File: config.mk
export PLATFORM = sky130hd
export DESIGN_NAME = channel_change_handshake_core_flat
export DESIGN_NICKNAME = d
export VERILOG_FILES = /design/src/hdl/cch_pkg.sv /design/src/hdl/cch_if.sv /design/src/hdl/channel_change_handshake_core.sv /design/src/hdl/cch_ctrl.sv /design/src/hdl/cch_outq.sv /design/src/flat_wrapper.sv
export SDC_FILE = /design/constraint.sdc
export NUM_CORES = 1
export LEC_CHECK = 0
export BUFFER_PORTS_ARGS = -buffer_cell sky130_fd_sc_hd__clkbuf_2
export CORE_MARGIN = 3
export CORE_UTILIZATION = 55
export DETAILED_ROUTE_END_ITERATION = 8
export PLACE_DENSITY = 0.76
export SLEW_MARGIN = 5
export SYNTH_ARGS = -nofsm -noshare
export SYNTH_HDL_FRONTEND = slang
export SYNTH_SLANG_ARGS = --single-unit
File: constraint.sdc
create_clock -name clk -period 4.3 [get_ports clk]
set_clock_uncertainty 0.15 [all_clocks]
set_input_delay 0.645 -clock clk [delete_from_list [all_inputs] [get_ports clk]]
set_output_delay 0.645 -clock clk [all_outputs]
set_load 0.02 [all_outputs]
File: src/hdl/cch_pkg.sv
// cch_pkg: shared types, codes and constants of the channel-change requester
// used by every module of the block; depends on nothing
`timescale 1ns / 1ps
`default_nettype none

package cch_pkg;

	// link bytes
	localparam logic [7:0] BYTE_REQUEST = 8'h85;
	localparam logic [7:0] BYTE_ESCAPE  = 8'h10;
	localparam logic [7:0] BYTE_ACK     = 8'h06;
	localparam logic [7:0] BYTE_CONFIRM = 8'hE4;

	// register reset values
	localparam logic [15:0] CHANNEL_MIN_RST = 16'd1;
	localparam logic [15:0] CHANNEL_MAX_RST = 16'hFFFF;
	localparam logic [15:0] REPLY_TICKS_RST = 16'd2000;

	// result queue geometry
	localparam int OQ_DEPTH = 4;
	localparam int OQ_AW    = $clog2(OQ_DEPTH);
	localparam int OQ_CW    = $clog2(OQ_DEPTH + 1);

	typedef enum logic [1:0] {
		CMD_START  = 2'd0,
		CMD_BYTE   = 2'd1,
		CMD_TICK   = 2'd2,
		CMD_TXFAIL = 2'd3
	} cmd_t;

	typedef enum logic [1:0] {
		REG_CHANNEL_MIN = 2'd0,
		REG_CHANNEL_MAX = 2'd1,
		REG_REPLY_TICKS = 2'd2,
		REG_NONE        = 2'd3
	} reg_idx_t;

	typedef enum logic [2:0] {
		ST_NONE      = 3'd0,
		ST_OK        = 3'd1,
		ST_BAD_CHAN  = 3'd2,
		ST_ASK_FAIL  = 3'd3,
		ST_NO_ACK    = 3'd4,
		ST_SEND_FAIL = 3'd5,
		ST_NO_CONF   = 3'd6,
		ST_RSVD      = 3'd7
	} status_t;

	typedef enum logic [3:0] {
		PH_IDLE    = 4'b0001,
		PH_ESCAPE  = 4'b0010,
		PH_ACK     = 4'b0100,
		PH_CONFIRM = 4'b1000
	} phase_t;

	typedef struct packed {
		logic [1:0]  cmd;
		logic [15:0] channel;
		logic [7:0]  rx_byte;
	} item_t;

	typedef struct packed {
		logic        tx_valid;
		logic [7:0]  tx_byte;
		logic        done_res;
		logic [2:0]  status;
		logic        last;
	} result_t;

	// words pushed into the result queue for one processed item
	typedef struct packed {
		logic [1:0] count;
		result_t    r0;
		result_t    r1;
	} push_t;

	typedef struct packed {
		logic [15:0] channel_min;
		logic [15:0] channel_max;
		logic [15:0] reply_ticks;
	} cfg_t;

endpackage

`default_nettype wire

File: src/hdl/cch_if.sv
// cch_if: valid/ready channel interfaces for items, results and register writes
// depends on nothing
`timescale 1ns / 1ps
`default_nettype none

interface cch_item_if;
	logic        valid;
	logic        ready;
	logic [1:0]  cmd;
	logic [15:0] channel;
	logic [7:0]  rx_byte;

	modport source (output valid, output cmd, output channel, output rx_byte, input ready);
	modport sink   (input valid, input cmd, input channel, input rx_byte, output ready);
endinterface

interface cch_result_if;
	logic        valid;
	logic        ready;
	logic        tx_valid;
	logic [7:0]  tx_byte;
	logic        done_res;
	logic [2:0]  status;
	logic        last;

	modport source (output valid, output tx_valid, output tx_byte, output done_res,
		output status, output last, input ready);
	modport sink   (input valid, input tx_valid, input tx_byte, input done_res,
		input status, input last, output ready);
endinterface

interface cch_cfg_if;
	logic        valid;
	logic        ready;
	logic [1:0]  index;
	logic [15:0] data;

	modport source (output valid, output index, output data, input ready);
	modport sink   (input valid, input index, input data, output ready);
endinterface

`default_nettype wire

File: src/hdl/channel_change_handshake_core.sv
// channel_change_handshake_core: requester side of the channel-change exchange
// depends on cch_pkg, cch_if, cch_ctrl and cch_outq
`timescale 1ns / 1ps
`default_nettype none

// channel   modport  word
// item      sink     cmd, channel, rx_byte
// result    source   tx_valid, tx_byte, done_res, status, last
// cfg       sink     index, data (channel_min, channel_max, reply_ticks)
//
// one item per cycle while the result queue has room; an item passes the input register, then the result queue
// an acknowledge that sends both channel bytes pushes two words at once
// items wait in the input register while the four-word result queue lacks room for two words
// reset clears exchange state, registers and queue pointers; no clearing pass

module channel_change_handshake_core
	import cch_pkg::*;
(
	input  wire logic  clk,
	input  wire logic  arst_n,
	cch_item_if.sink   item,
	cch_result_if.source result,
	cch_cfg_if.sink    cfg
);

	cfg_t    cfg_q;
	item_t   in_item;
	push_t   push;
	logic    space_ok;
	logic    item_ready;
	result_t out_word;
	logic    out_valid;

	// register writes are always taken; unknown index is dropped
	assign cfg.ready = 1'b1;

	always_ff @(posedge clk or negedge arst_n) begin
		if (!arst_n) begin
			cfg_q.channel_min <= CHANNEL_MIN_RST;
			cfg_q.channel_max <= CHANNEL_MAX_RST;
			cfg_q.reply_ticks <= REPLY_TICKS_RST;
		end else if (cfg.valid) begin
			case (reg_idx_t'(cfg.index))
				REG_CHANNEL_MIN: cfg_q.channel_min <= cfg.data;
				REG_CHANNEL_MAX: cfg_q.channel_max <= cfg.data;
				REG_REPLY_TICKS: cfg_q.reply_ticks <= cfg.data;
				default: begin
				end
			endcase
		end
	end

	// pack the incoming word
	assign in_item.cmd     = item.cmd;
	assign in_item.channel = item.channel;
	assign in_item.rx_byte = item.rx_byte;
	assign item.ready      = item_ready;

	// decode the word and step the exchange
	cch_ctrl u_ctrl (
		.clk      (clk),
		.arst_n   (arst_n),
		.in_valid (item.valid),
		.in_ready (item_ready),
		.in_item  (in_item),
		.cfg      (cfg_q),
		.space_ok (space_ok),
		.push     (push)
	);

	// hold results until the link side takes them
	cch_outq u_outq (
		.clk       (clk),
		.arst_n    (arst_n),
		.push      (push),
		.space_ok  (space_ok),
		.out_valid (out_valid),
		.out_ready (result.ready),
		.out_word  (out_word)
	);

	assign result.valid    = out_valid;
	assign result.tx_valid = out_word.tx_valid;
	assign result.tx_byte  = out_word.tx_byte;
	assign result.done_res = out_word.done_res;
	assign result.status   = out_word.status;
	assign result.last     = out_word.last;

endmodule

`default_nettype wire

File: src/hdl/cch_ctrl.sv
// cch_ctrl: input register, exchange state and result generation
// depends on cch_pkg
`timescale 1ns / 1ps
`default_nettype none

module cch_ctrl
	import cch_pkg::*;
(
	input  wire logic  clk,
	input  wire logic  arst_n,
	input  wire logic  in_valid,
	output logic       in_ready,
	input  wire item_t in_item,
	input  wire cfg_t  cfg,
	input  wire logic  space_ok,
	output push_t      push
);

	logic        valid_s1;
	item_t       item_s1;
	logic        take;

	phase_t      phase_q, phase_n;
	logic [15:0] timer_q, timer_n;
	logic [15:0] latch_q, latch_n;
	logic [15:0] tick_inc;
	push_t       push_n;

	assign take     = valid_s1 && space_ok;
	assign in_ready = !valid_s1 || take;
	assign tick_inc = timer_q + 16'd1;

	always_ff @(posedge clk or negedge arst_n) begin
		if (!arst_n) begin
			valid_s1 <= 1'b0;
		end else if (in_ready) begin
			valid_s1 <= in_valid;
		end
	end

	always_ff @(posedge clk) begin
		if (in_ready && in_valid) begin
			item_s1 <= in_item;
		end
	end

	function automatic result_t done_word(input status_t st);
		result_t r;
		r          = '0;
		r.done_res = 1'b1;
		r.status   = st;
		r.last     = 1'b1;
		return r;
	endfunction

	function automatic result_t tx_word(input logic [7:0] b, input logic lst);
		result_t r;
		r          = '0;
		r.tx_valid = 1'b1;
		r.tx_byte  = b;
		r.last     = lst;
		return r;
	endfunction

	always_comb begin
		phase_n = phase_q;
		timer_n = timer_q;
		latch_n = latch_q;
		push_n  = '0;
		case (cmd_t'(item_s1.cmd))
			CMD_START: begin
				timer_n = '0;
				if (item_s1.channel < cfg.channel_min || item_s1.channel > cfg.channel_max) begin
					phase_n      = PH_IDLE;
					push_n.count = 2'd1;
					push_n.r0    = done_word(ST_BAD_CHAN);
				end else begin
					latch_n      = item_s1.channel;
					phase_n      = PH_ESCAPE;
					push_n.count = 2'd1;
					push_n.r0    = tx_word(BYTE_REQUEST, 1'b1);
				end
			end
			CMD_BYTE: begin
				case (phase_q)
					PH_ESCAPE: begin
						if (item_s1.rx_byte != BYTE_ESCAPE) begin
							phase_n      = PH_IDLE;
							timer_n      = '0;
							push_n.count = 2'd1;
							push_n.r0    = done_word(ST_NO_ACK);
						end else begin
							phase_n = PH_ACK;
							timer_n = '0;
						end
					end
					PH_ACK: begin
						timer_n = '0;
						if (item_s1.rx_byte != BYTE_ACK) begin
							phase_n      = PH_IDLE;
							push_n.count = 2'd1;
							push_n.r0    = done_word(ST_NO_ACK);
						end else begin
							phase_n      = PH_CONFIRM;
							push_n.count = 2'd2;
							push_n.r0    = tx_word(latch_q[7:0], 1'b0);
							push_n.r1    = tx_word(latch_q[15:8], 1'b1);
						end
					end
					PH_CONFIRM: begin
						phase_n      = PH_IDLE;
						timer_n      = '0;
						push_n.count = 2'd1;
						push_n.r0    = done_word((item_s1.rx_byte == BYTE_CONFIRM) ?
							ST_OK : ST_NO_CONF);
					end
					default: begin
					end
				endcase
			end
			CMD_TICK: begin
				if (phase_q != PH_IDLE) begin
					if (tick_inc >= cfg.reply_ticks) begin
						phase_n      = PH_IDLE;
						timer_n      = '0;
						push_n.count = 2'd1;
						push_n.r0    = done_word((phase_q == PH_CONFIRM) ?
							ST_NO_CONF : ST_NO_ACK);
					end else begin
						timer_n = tick_inc;
					end
				end
			end
			CMD_TXFAIL: begin
				if (phase_q != PH_IDLE) begin
					phase_n      = PH_IDLE;
					timer_n      = '0;
					push_n.count = 2'd1;
					push_n.r0    = done_word((phase_q == PH_CONFIRM) ?
						ST_SEND_FAIL : ST_ASK_FAIL);
				end
			end
			default: begin
			end
		endcase
	end

	always_ff @(posedge clk or negedge arst_n) begin
		if (!arst_n) begin
			phase_q <= PH_IDLE;
			timer_q <= '0;
			latch_q <= '0;
		end else if (take) begin
			phase_q <= phase_n;
			timer_q <= timer_n;
			latch_q <= latch_n;
		end
	end

	always_comb begin
		push = push_n;
		if (!take) begin
			push.count = 2'd0;
		end
	end

endmodule

`default_nettype wire

File: src/hdl/cch_outq.sv
// cch_outq: small result queue, up to two words in per cycle, one word out
// depends on cch_pkg
`timescale 1ns / 1ps
`default_nettype none

module cch_outq
	import cch_pkg::*;
(
	input  wire logic  clk,
	input  wire logic  arst_n,
	input  wire push_t push,
	output logic       space_ok,
	output logic       out_valid,
	input  wire logic  out_ready,
	output result_t    out_word
);

	result_t           slot_q [OQ_DEPTH];
	logic [OQ_AW-1:0]  wr_ptr_q;
	logic [OQ_AW-1:0]  rd_ptr_q;
	logic [OQ_CW-1:0]  count_q;
	logic              pop;

	assign out_valid = (count_q != '0);
	assign out_word  = slot_q[rd_ptr_q];
	assign pop       = out_valid && out_ready;
	// room for the largest burst of one item
	assign space_ok  = (count_q <= OQ_CW'(OQ_DEPTH - 2));

	always_ff @(posedge clk) begin
		if (push.count != 2'd0) begin
			slot_q[wr_ptr_q] <= push.r0;
		end
		if (push.count == 2'd2) begin
			slot_q[OQ_AW'(wr_ptr_q + OQ_AW'(1))] <= push.r1;
		end
	end

	always_ff @(posedge clk or negedge arst_n) begin
		if (!arst_n) begin
			wr_ptr_q <= '0;
			rd_ptr_q <= '0;
			count_q  <= '0;
		end else begin
			wr_ptr_q <= OQ_AW'(wr_ptr_q + OQ_AW'(push.count));
			if (pop) begin
				rd_ptr_q <= OQ_AW'(rd_ptr_q + OQ_AW'(1));
			end
			count_q <= OQ_CW'(count_q + OQ_CW'(push.count) - OQ_CW'(pop));
		end
	end

endmodule

`default_nettype wire

File: src/flat_wrapper.sv
// flat-port wrapper written by rule: the top's interface ports become plain ports
module channel_change_handshake_core_flat import cch_pkg::*;
  (clk, arst_n, item_valid, item_cmd, item_channel, item_rx_byte, item_ready, result_valid, result_tx_valid, result_tx_byte, result_done_res, result_status, result_last, result_ready, cfg_valid, cfg_index, cfg_data, cfg_ready);
  cch_item_if item_i ();
  cch_result_if result_i ();
  cch_cfg_if cfg_i ();
  input  wire logic clk;
  input  wire logic arst_n;
  input wire logic [$bits(item_i.valid)-1:0] item_valid;
  input wire logic [$bits(item_i.cmd)-1:0] item_cmd;
  input wire logic [$bits(item_i.channel)-1:0] item_channel;
  input wire logic [$bits(item_i.rx_byte)-1:0] item_rx_byte;
  output wire logic [$bits(item_i.ready)-1:0] item_ready;
  output wire logic [$bits(result_i.valid)-1:0] result_valid;
  output wire logic [$bits(result_i.tx_valid)-1:0] result_tx_valid;
  output wire logic [$bits(result_i.tx_byte)-1:0] result_tx_byte;
  output wire logic [$bits(result_i.done_res)-1:0] result_done_res;
  output wire logic [$bits(result_i.status)-1:0] result_status;
  output wire logic [$bits(result_i.last)-1:0] result_last;
  input wire logic [$bits(result_i.ready)-1:0] result_ready;
  input wire logic [$bits(cfg_i.valid)-1:0] cfg_valid;
  input wire logic [$bits(cfg_i.index)-1:0] cfg_index;
  input wire logic [$bits(cfg_i.data)-1:0] cfg_data;
  output wire logic [$bits(cfg_i.ready)-1:0] cfg_ready;
  assign item_i.valid = item_valid;
  assign item_i.cmd = item_cmd;
  assign item_i.channel = item_channel;
  assign item_i.rx_byte = item_rx_byte;
  assign item_ready = item_i.ready;
  assign result_valid = result_i.valid;
  assign result_tx_valid = result_i.tx_valid;
  assign result_tx_byte = result_i.tx_byte;
  assign result_done_res = result_i.done_res;
  assign result_status = result_i.status;
  assign result_last = result_i.last;
  assign result_i.ready = result_ready;
  assign cfg_i.valid = cfg_valid;
  assign cfg_i.index = cfg_index;
  assign cfg_i.data = cfg_data;
  assign cfg_ready = cfg_i.ready;
  channel_change_handshake_core u_core (.clk(clk), .arst_n(arst_n), .item(item_i), .result(result_i), .cfg(cfg_i));
endmodule
Yosys cells after proc, flatten, opt, wreduce, memory -nomap -nowiden

Memories as Yosys holds them, arrays and structs flattened.
Cells that the tools add are included.

$add $sub $neg: 6
$lt $le $gt $ge: 4
Equal/unequal tests: 18
Mux-type cells: 32
Bitwise gates (word level): 1
Reduce and logical (&&, ||, !) cells: 17

Operators with widths:

| kind                  | number |
|---|---|
| $pmux 16 s4           | 2 |
| $mux 16               | 5 |
| $mux 15               | 4 |
| $mux 14               | 4 |
| $pmux 16 s3           | 1 |
| $add 16x1->16 const B | 1 |
| $ge 16x16->1          | 1 |
| $gt 16x16->1          | 1 |
| $lt 16x16->1          | 1 |
| $mux 4                | 4 |
| $pmux 4 s4            | 1 |
| $pmux 4 s3            | 1 |
| $mux 3                | 3 |
| $eq 2x2->1 const B    | 4 |
| $eq 8x8->1 const B    | 1 |
| $ne 2x2->1 const B    | 4 |
| $ne 8x3->1 const B    | 1 |
| $ne 8x5->1 const B    | 1 |
| $mux 2                | 3 |
| $reduce_and 2->1      | 3 |
| $reduce_and 5->1      | 1 |
| $add 2x1->2 const B   | 2 |
| $eq 2x1->1 const B    | 2 |
| $eq 4x2->1 const B    | 1 |
| other kinds (19)      | 26 |

Register bits: 118
Memory bits (writable): 56
Input bits: 49
Output and inout bits: 17
Word-level logic and storage cells: 92
Memories: 1

Memory list:

| memory               | words | width | read ports | clocked after memory_dff | write ports | RTL line       | source |
|---|---|---|---|---|---|---|---|
| u_core.u_outq.slot_q | 4     | 14    | 1          | 0                        | 2           | cch_outq.sv:18 | `result_t slot_q [OQ_DEPTH];` |

Longest topological paths before layout

Depth in word-level cells: 9
Depth in mapped cells: 19
Gate-level depth less buffers: 17

Hierarchy

Synthesis repeated with hierarchy kept, for this count alone.

Cell total of the unflattened synthesis: 710
Area, all modules: 9407.8 sq um

By module, submodules not included:

| module                        | instances | cells an instance | area an instance (sq um) | seq. area each (sq um) |
|---|---|---|---|---|
| cch_ctrl                      | 1         | 430               | 4261.6                   | 1707.9 |
| cch_outq                      | 1         | 176               | 3290.7                   | 1856.8 |
| channel_change_handshake_core | 1         | 104               | 1855.5                   | 1229.9 |

Worst setup path after synthesis

OpenSTA, ideal clock, no wires.

Path type: flip-flop to flip-flop
From: register u_core.u_ctrl.timer_q[0]
To: memory u_core.u_outq.slot_q[3][0] in the netlist's numbering, enable pin
Setup time: 386 ps
Data arrival time: 3729 ps
Data required time: 3764 ps
Setup slack: 35 ps
Stages on the path, launching flop included: 19
Path buffers: 4
Clock period less this slack: 4265 ps
Path through: dfrtp_1 > nand3_1 > nor2_1 > and3_1 > clkbuf_1 > and3_1 > clkbuf_1 > and3_1 > xor2_1 > ha_1 > nand3_1 > nor3_1 > a221oi_1 > o211a_1 > buf_2 > buf_1 > a21oi_2 > nand2_1 > o21ai_0

RTL lines:

| what                   | RTL line        | source |
|---|---|---|
| start, declared        | cch_ctrl.sv:24  | `logic [15:0] timer_q, timer_n;` |
| start signal, assigned | cch_ctrl.sv:155 | `timer_q <= timer_n;` |
| end, declared          | cch_outq.sv:18  |  |

Worst setup path in the final report

From: register u_core.u_ctrl.timer_q[2]
To: register u_core.u_outq.count_q[2]

Word-level cells in the longest chain between the ends: 8

Ends and longest elaborated chain:

| what                 | RTL line        | source |
|---|---|---|
| $add 16x1->16        | cch_ctrl.sv:31  | `assign tick_inc = timer_q + 16'd1;` |
| $ge 16x16->1         | cch_ctrl.sv:123 | `if (tick_inc >= cfg.reply_ticks) begin` |
| $mux 15              | cch_ctrl.sv:123 |  |
| $mux 15              | cch_ctrl.sv:122 | `if (phase_q != PH_IDLE) begin` |
| $pmux 16 s4          | cch_ctrl.sv:70  | `case (cmd_t'(item_s1.cmd))` |
| $mux 2               | cch_ctrl.sv:162 | `if (!take) begin` |
| $add 3x2->3          | cch_outq.sv:49  | `count_q <= OQ_CW'(count_q + OQ_CW'(push.count) - OQ_CW'(pop));` |
| $sub 3x1->3          | cch_outq.sv:49  |  |
| end signal, assigned | cch_outq.sv:49  |  |
| end, declared        | cch_outq.sv:21  | `logic [OQ_CW-1:0] count_q;` |

No other way between the ends.
A chain may end at the register's enable or synchronous reset.

==> results.toml <==
[die]
num_rows = 45
core_mm2 = 0.0155
ios = 66
fp.dieH_um = 133
die_area_mm2 = 0.0177
start_util_pct = 57.2
die_width_um = 133

[critical_path]
r2r_cells = 17
max_stage_delay_ns = 0.45
critPathSlowestCell = "dfrtp_1"
cp_cell_sequence = "nand2_1 -> nor2_1 -> and3_1 -> and3_2 -> and3_1 -> xor2_1 -> ha_1 -> nand3_1 -> nor3_1 -> nand4_1 -> o211ai_1 -> a21oi_1 -> ha_1 -> inv_1 -> ha_1 -> fa_1 -> xnor2_1"
worst_setup_path_start_kind = "flop"
arrival_ns = 4.22
critical_path_class = "flop to flop"
worstReg2RegEnd = "u_core.u_outq.count_q[2]"
reg2reg_from = "u_core.u_ctrl.timer_q[2]"
cp-end-kind = "flop"
r2r_setup_slack_ns = 0.24
path_common_cell = "ha_1"
crit_fanout = 6
worstPathRequired_ns = 4.47

[clock_network]
root_buffer = "clkbuf_16"
clk_path_buf_depth = 2
clock_latency_ns = 0.44
htreeDepth = 4
cts_tree = "built"
clock-sinks = 174
path_clk_slew_ns = 0.07
postCtsSetupRepairBufs = 0
cts_buffers = 17

[power]
p_switching_uw = 2020
powerDensity_mw_per_mm2 = 573
p_seq_share_pct = 44.4
p_leak_uw = 0.00425
power.share.clock_pct = 26.9
intPower_uw = 3710
p_comb_share_pct = 28.7
max-vdd-ir-drop_mv = 0.332
sw_frac_of_total_pct = 35.3

[layout]
drive_above_1_share_pct = 25.6
syn_to_final_growth_pct = 13.1
num-nets-final = 946
n_antenna_cell = 0
mostFrequentLayoutCell = "nand2_1"
most-common-layout-cells = "72 x nand2_1, 70 x o21ai_0, 67 x dfrtp_1"

[synth]
yosys_warnings = 0
synth-seq-cells = 174
syn_avg_cell_area_um2 = 11.4
synth_top_flop_cell = "dfrtp_1"
syn_area_mm2 = 0.00886
synthArstFlopShare_pct = 52.9
syn_nets = 879
syn_inst = 777
seq_area_frac_synth_pct = 52.3
synth-edff-count = 66
ys_types = 67

[timing]
rsz0062_at_grt = "false"
hold_viol_final = 0
holdWs_ns = 0.180
fin_setup_tns_ns = 0
slew_headroom_pct = 36.5
final_max_slew_viol_count = 0
period_share_pct = 94.4
tightest_slew_ns = 0.953
min_period_ns = 4.06
setup_violations = 0
fmax_mhz = 246

[drt]
drc = 0
antenna_left = 0
drt-pass1-iter-count = 7
routed_wl_um = 19400
viasPerCell = 5.92
drtIter0Drc = 564
wire_per_inst_um = 18.2
vias = 6320

[place]
dp_hpwl_um = 14700
portBuffers = 64
gp_congestion = 0.908

[run]
drv_cap = 0

[run_status]
status = "finished clean"

[worst_hold_path]
hold_class = "primary input to asynchronous set/reset pin"

[global_route]
grt_max_degree = 76
grt_pass1_vias = 6436
grt_pass1_wl_um = 32200
track_usage_pct = 23.1
antenna_found_initial = 1
grt_overflow = 0
==> kinds of logic after synthesis <==
| logic type | after synthesis | share of synthesized area (%) |
|---|---|---|
| AND/OR/NAND/NOR | 219 | 12.2 |
| flip-flops | 174 | 52.3 |
| AO/OA/AOI/OAI | 162 | 12.2 |
| buffers and inverters | 85 | 3.87 |
| multiplexers | 63 | 9.78 |
| adder cells (fa/ha/maj) | 53 | 7.57 |
| XOR/XNOR | 20 | 1.98 |
| other | 1 | 0.0423 |
==> worst max-delay path by stage <==
stage / startpoint / endpoint / slack (ns) / depth (start not counted)
2_1_floorplan: u_core.u_ctrl.timer_q[0] / u_core.u_outq.slot_q[3][0] / 0.03 / 18
3_3_place_gp: u_core.u_ctrl.timer_q[0] / u_core.u_outq.slot_q[2][11] / 0.32 / 14
3_5_place_dp: u_core.u_ctrl.timer_q[0] / u_core.u_outq.slot_q[1][9] / 0.10 / 14
4_1_cts: u_core.u_ctrl.timer_q[0] / u_core.u_outq.slot_q[1][9] / 0.08 / 14
5_1_grt: u_core.u_ctrl.timer_q[2] / u_core.u_outq.count_q[2] / 0.01 / 17
6_report: u_core.u_ctrl.timer_q[2] / u_core.u_outq.count_q[2] / 0.24 / 17
==> power by group through the flow <==
stage	clock [uW]	combinational [uW]	sequential, uW
after floorplan	0	1300	2370
after global placement	0	1570	2540
after detailed placement	0	1640	2570
after CTS	1570	1660	2540
after global routing	1640	1830	2600
final	1540	1650	2540
==> critical path, delay by kind of cell (launching register included) <==
kind | cells | cell delay, ns
xor gates and xnor gates | 2 | 0.23
adders and majority gates | 4 | 1.17
DFF | 1 | 0.45
and+or+nand+nor | 8 | 1.49
AOI/OAI and AO/OA | 2 | 0.41
buffers and inverters | 1 | 0.04
==> flip-flops by register name, indices dropped and copies added (netlist names), 2 cells and up <==
signal                  count
u_core.u_outq.slot_q       56
u_core.cfg_q               48
u_core.u_ctrl.item_s1      26
u_core.u_ctrl.latch_q      16
u_core.u_ctrl.timer_q      16
u_core.u_ctrl.phase_q       4
u_core.u_outq.count_q       3
u_core.u_outq.rd_ptr_q      2
u_core.u_outq.wr_ptr_q      2
==> through the flow <==
step / utilization [%] / area [um2] / setup slack [ns] / power (uW) / instances
floorplan: - / 8860 / 0.0348 / 3670 / 777
global placement: 60.8 / 9420 / 0.317 / 4100 / 1036
global route: 64.7 / 10000 / 0.0113 / 6070 / 1068
CTS: 64.6 / 10000 / 0.0815 / 5760 / 1068
detailed placement: 60.8 / 9420 / 0.101 / 4210 / 1036
finish: 64.7 / 10000 / 0.243 / 5740 / 1068
==> synthesized netlist by cell type (10+ instances only) <==
library cell  number  area, um2
o21ai_0           70        350
clkbuf_1          18       67.6
nand3b_1          10       75.1
dfrtp_1           68       1700
nand3_1           23        115
mux2_2            48        541
nand2_1           75        282
edfxtp_1          66       1980
xnor2_1           12        105
inv_1             54        203
nor2_1            49        184
dfxtp_1           16        320
ha_1              52        651
a21oi_1           19       95.1
a22oi_1           20        150
dfstp_2           24        631
mux4_2            14        315
==> layout make-up <==
type / count / area (um2)
clock buffer: 17 / 425
clock inverter: 15 / 163
fill: 1196 / 5470
inverter: 55 / 206
multi-input combinational: 518 / 3890
sequential: 174 / 4640
tap: 211 / 264
timing repair buffer: 78 / 428
==> what timing repair did <==
item,CTS,global route
hold buffers,0,0
gates resized for setup,0,7
endpoints found under the setup margin,0,71
==> per-layer routing <==
| metal | part of all wire [%] | vias up | global-route usage, % |
|---|---|---|---|
| met5 | 0.067 | - | 0 |
| met4 | 1.6 | 2 | 7.51 |
| met3 | 5.4 | 30 | 5.06 |
| met2 | 51 | 207 | 39.6 |
| met1 | 42 | 3104 | 29.2 |
| li1 | - | 2977 | - |
Power figures use the tool's default switching activity.
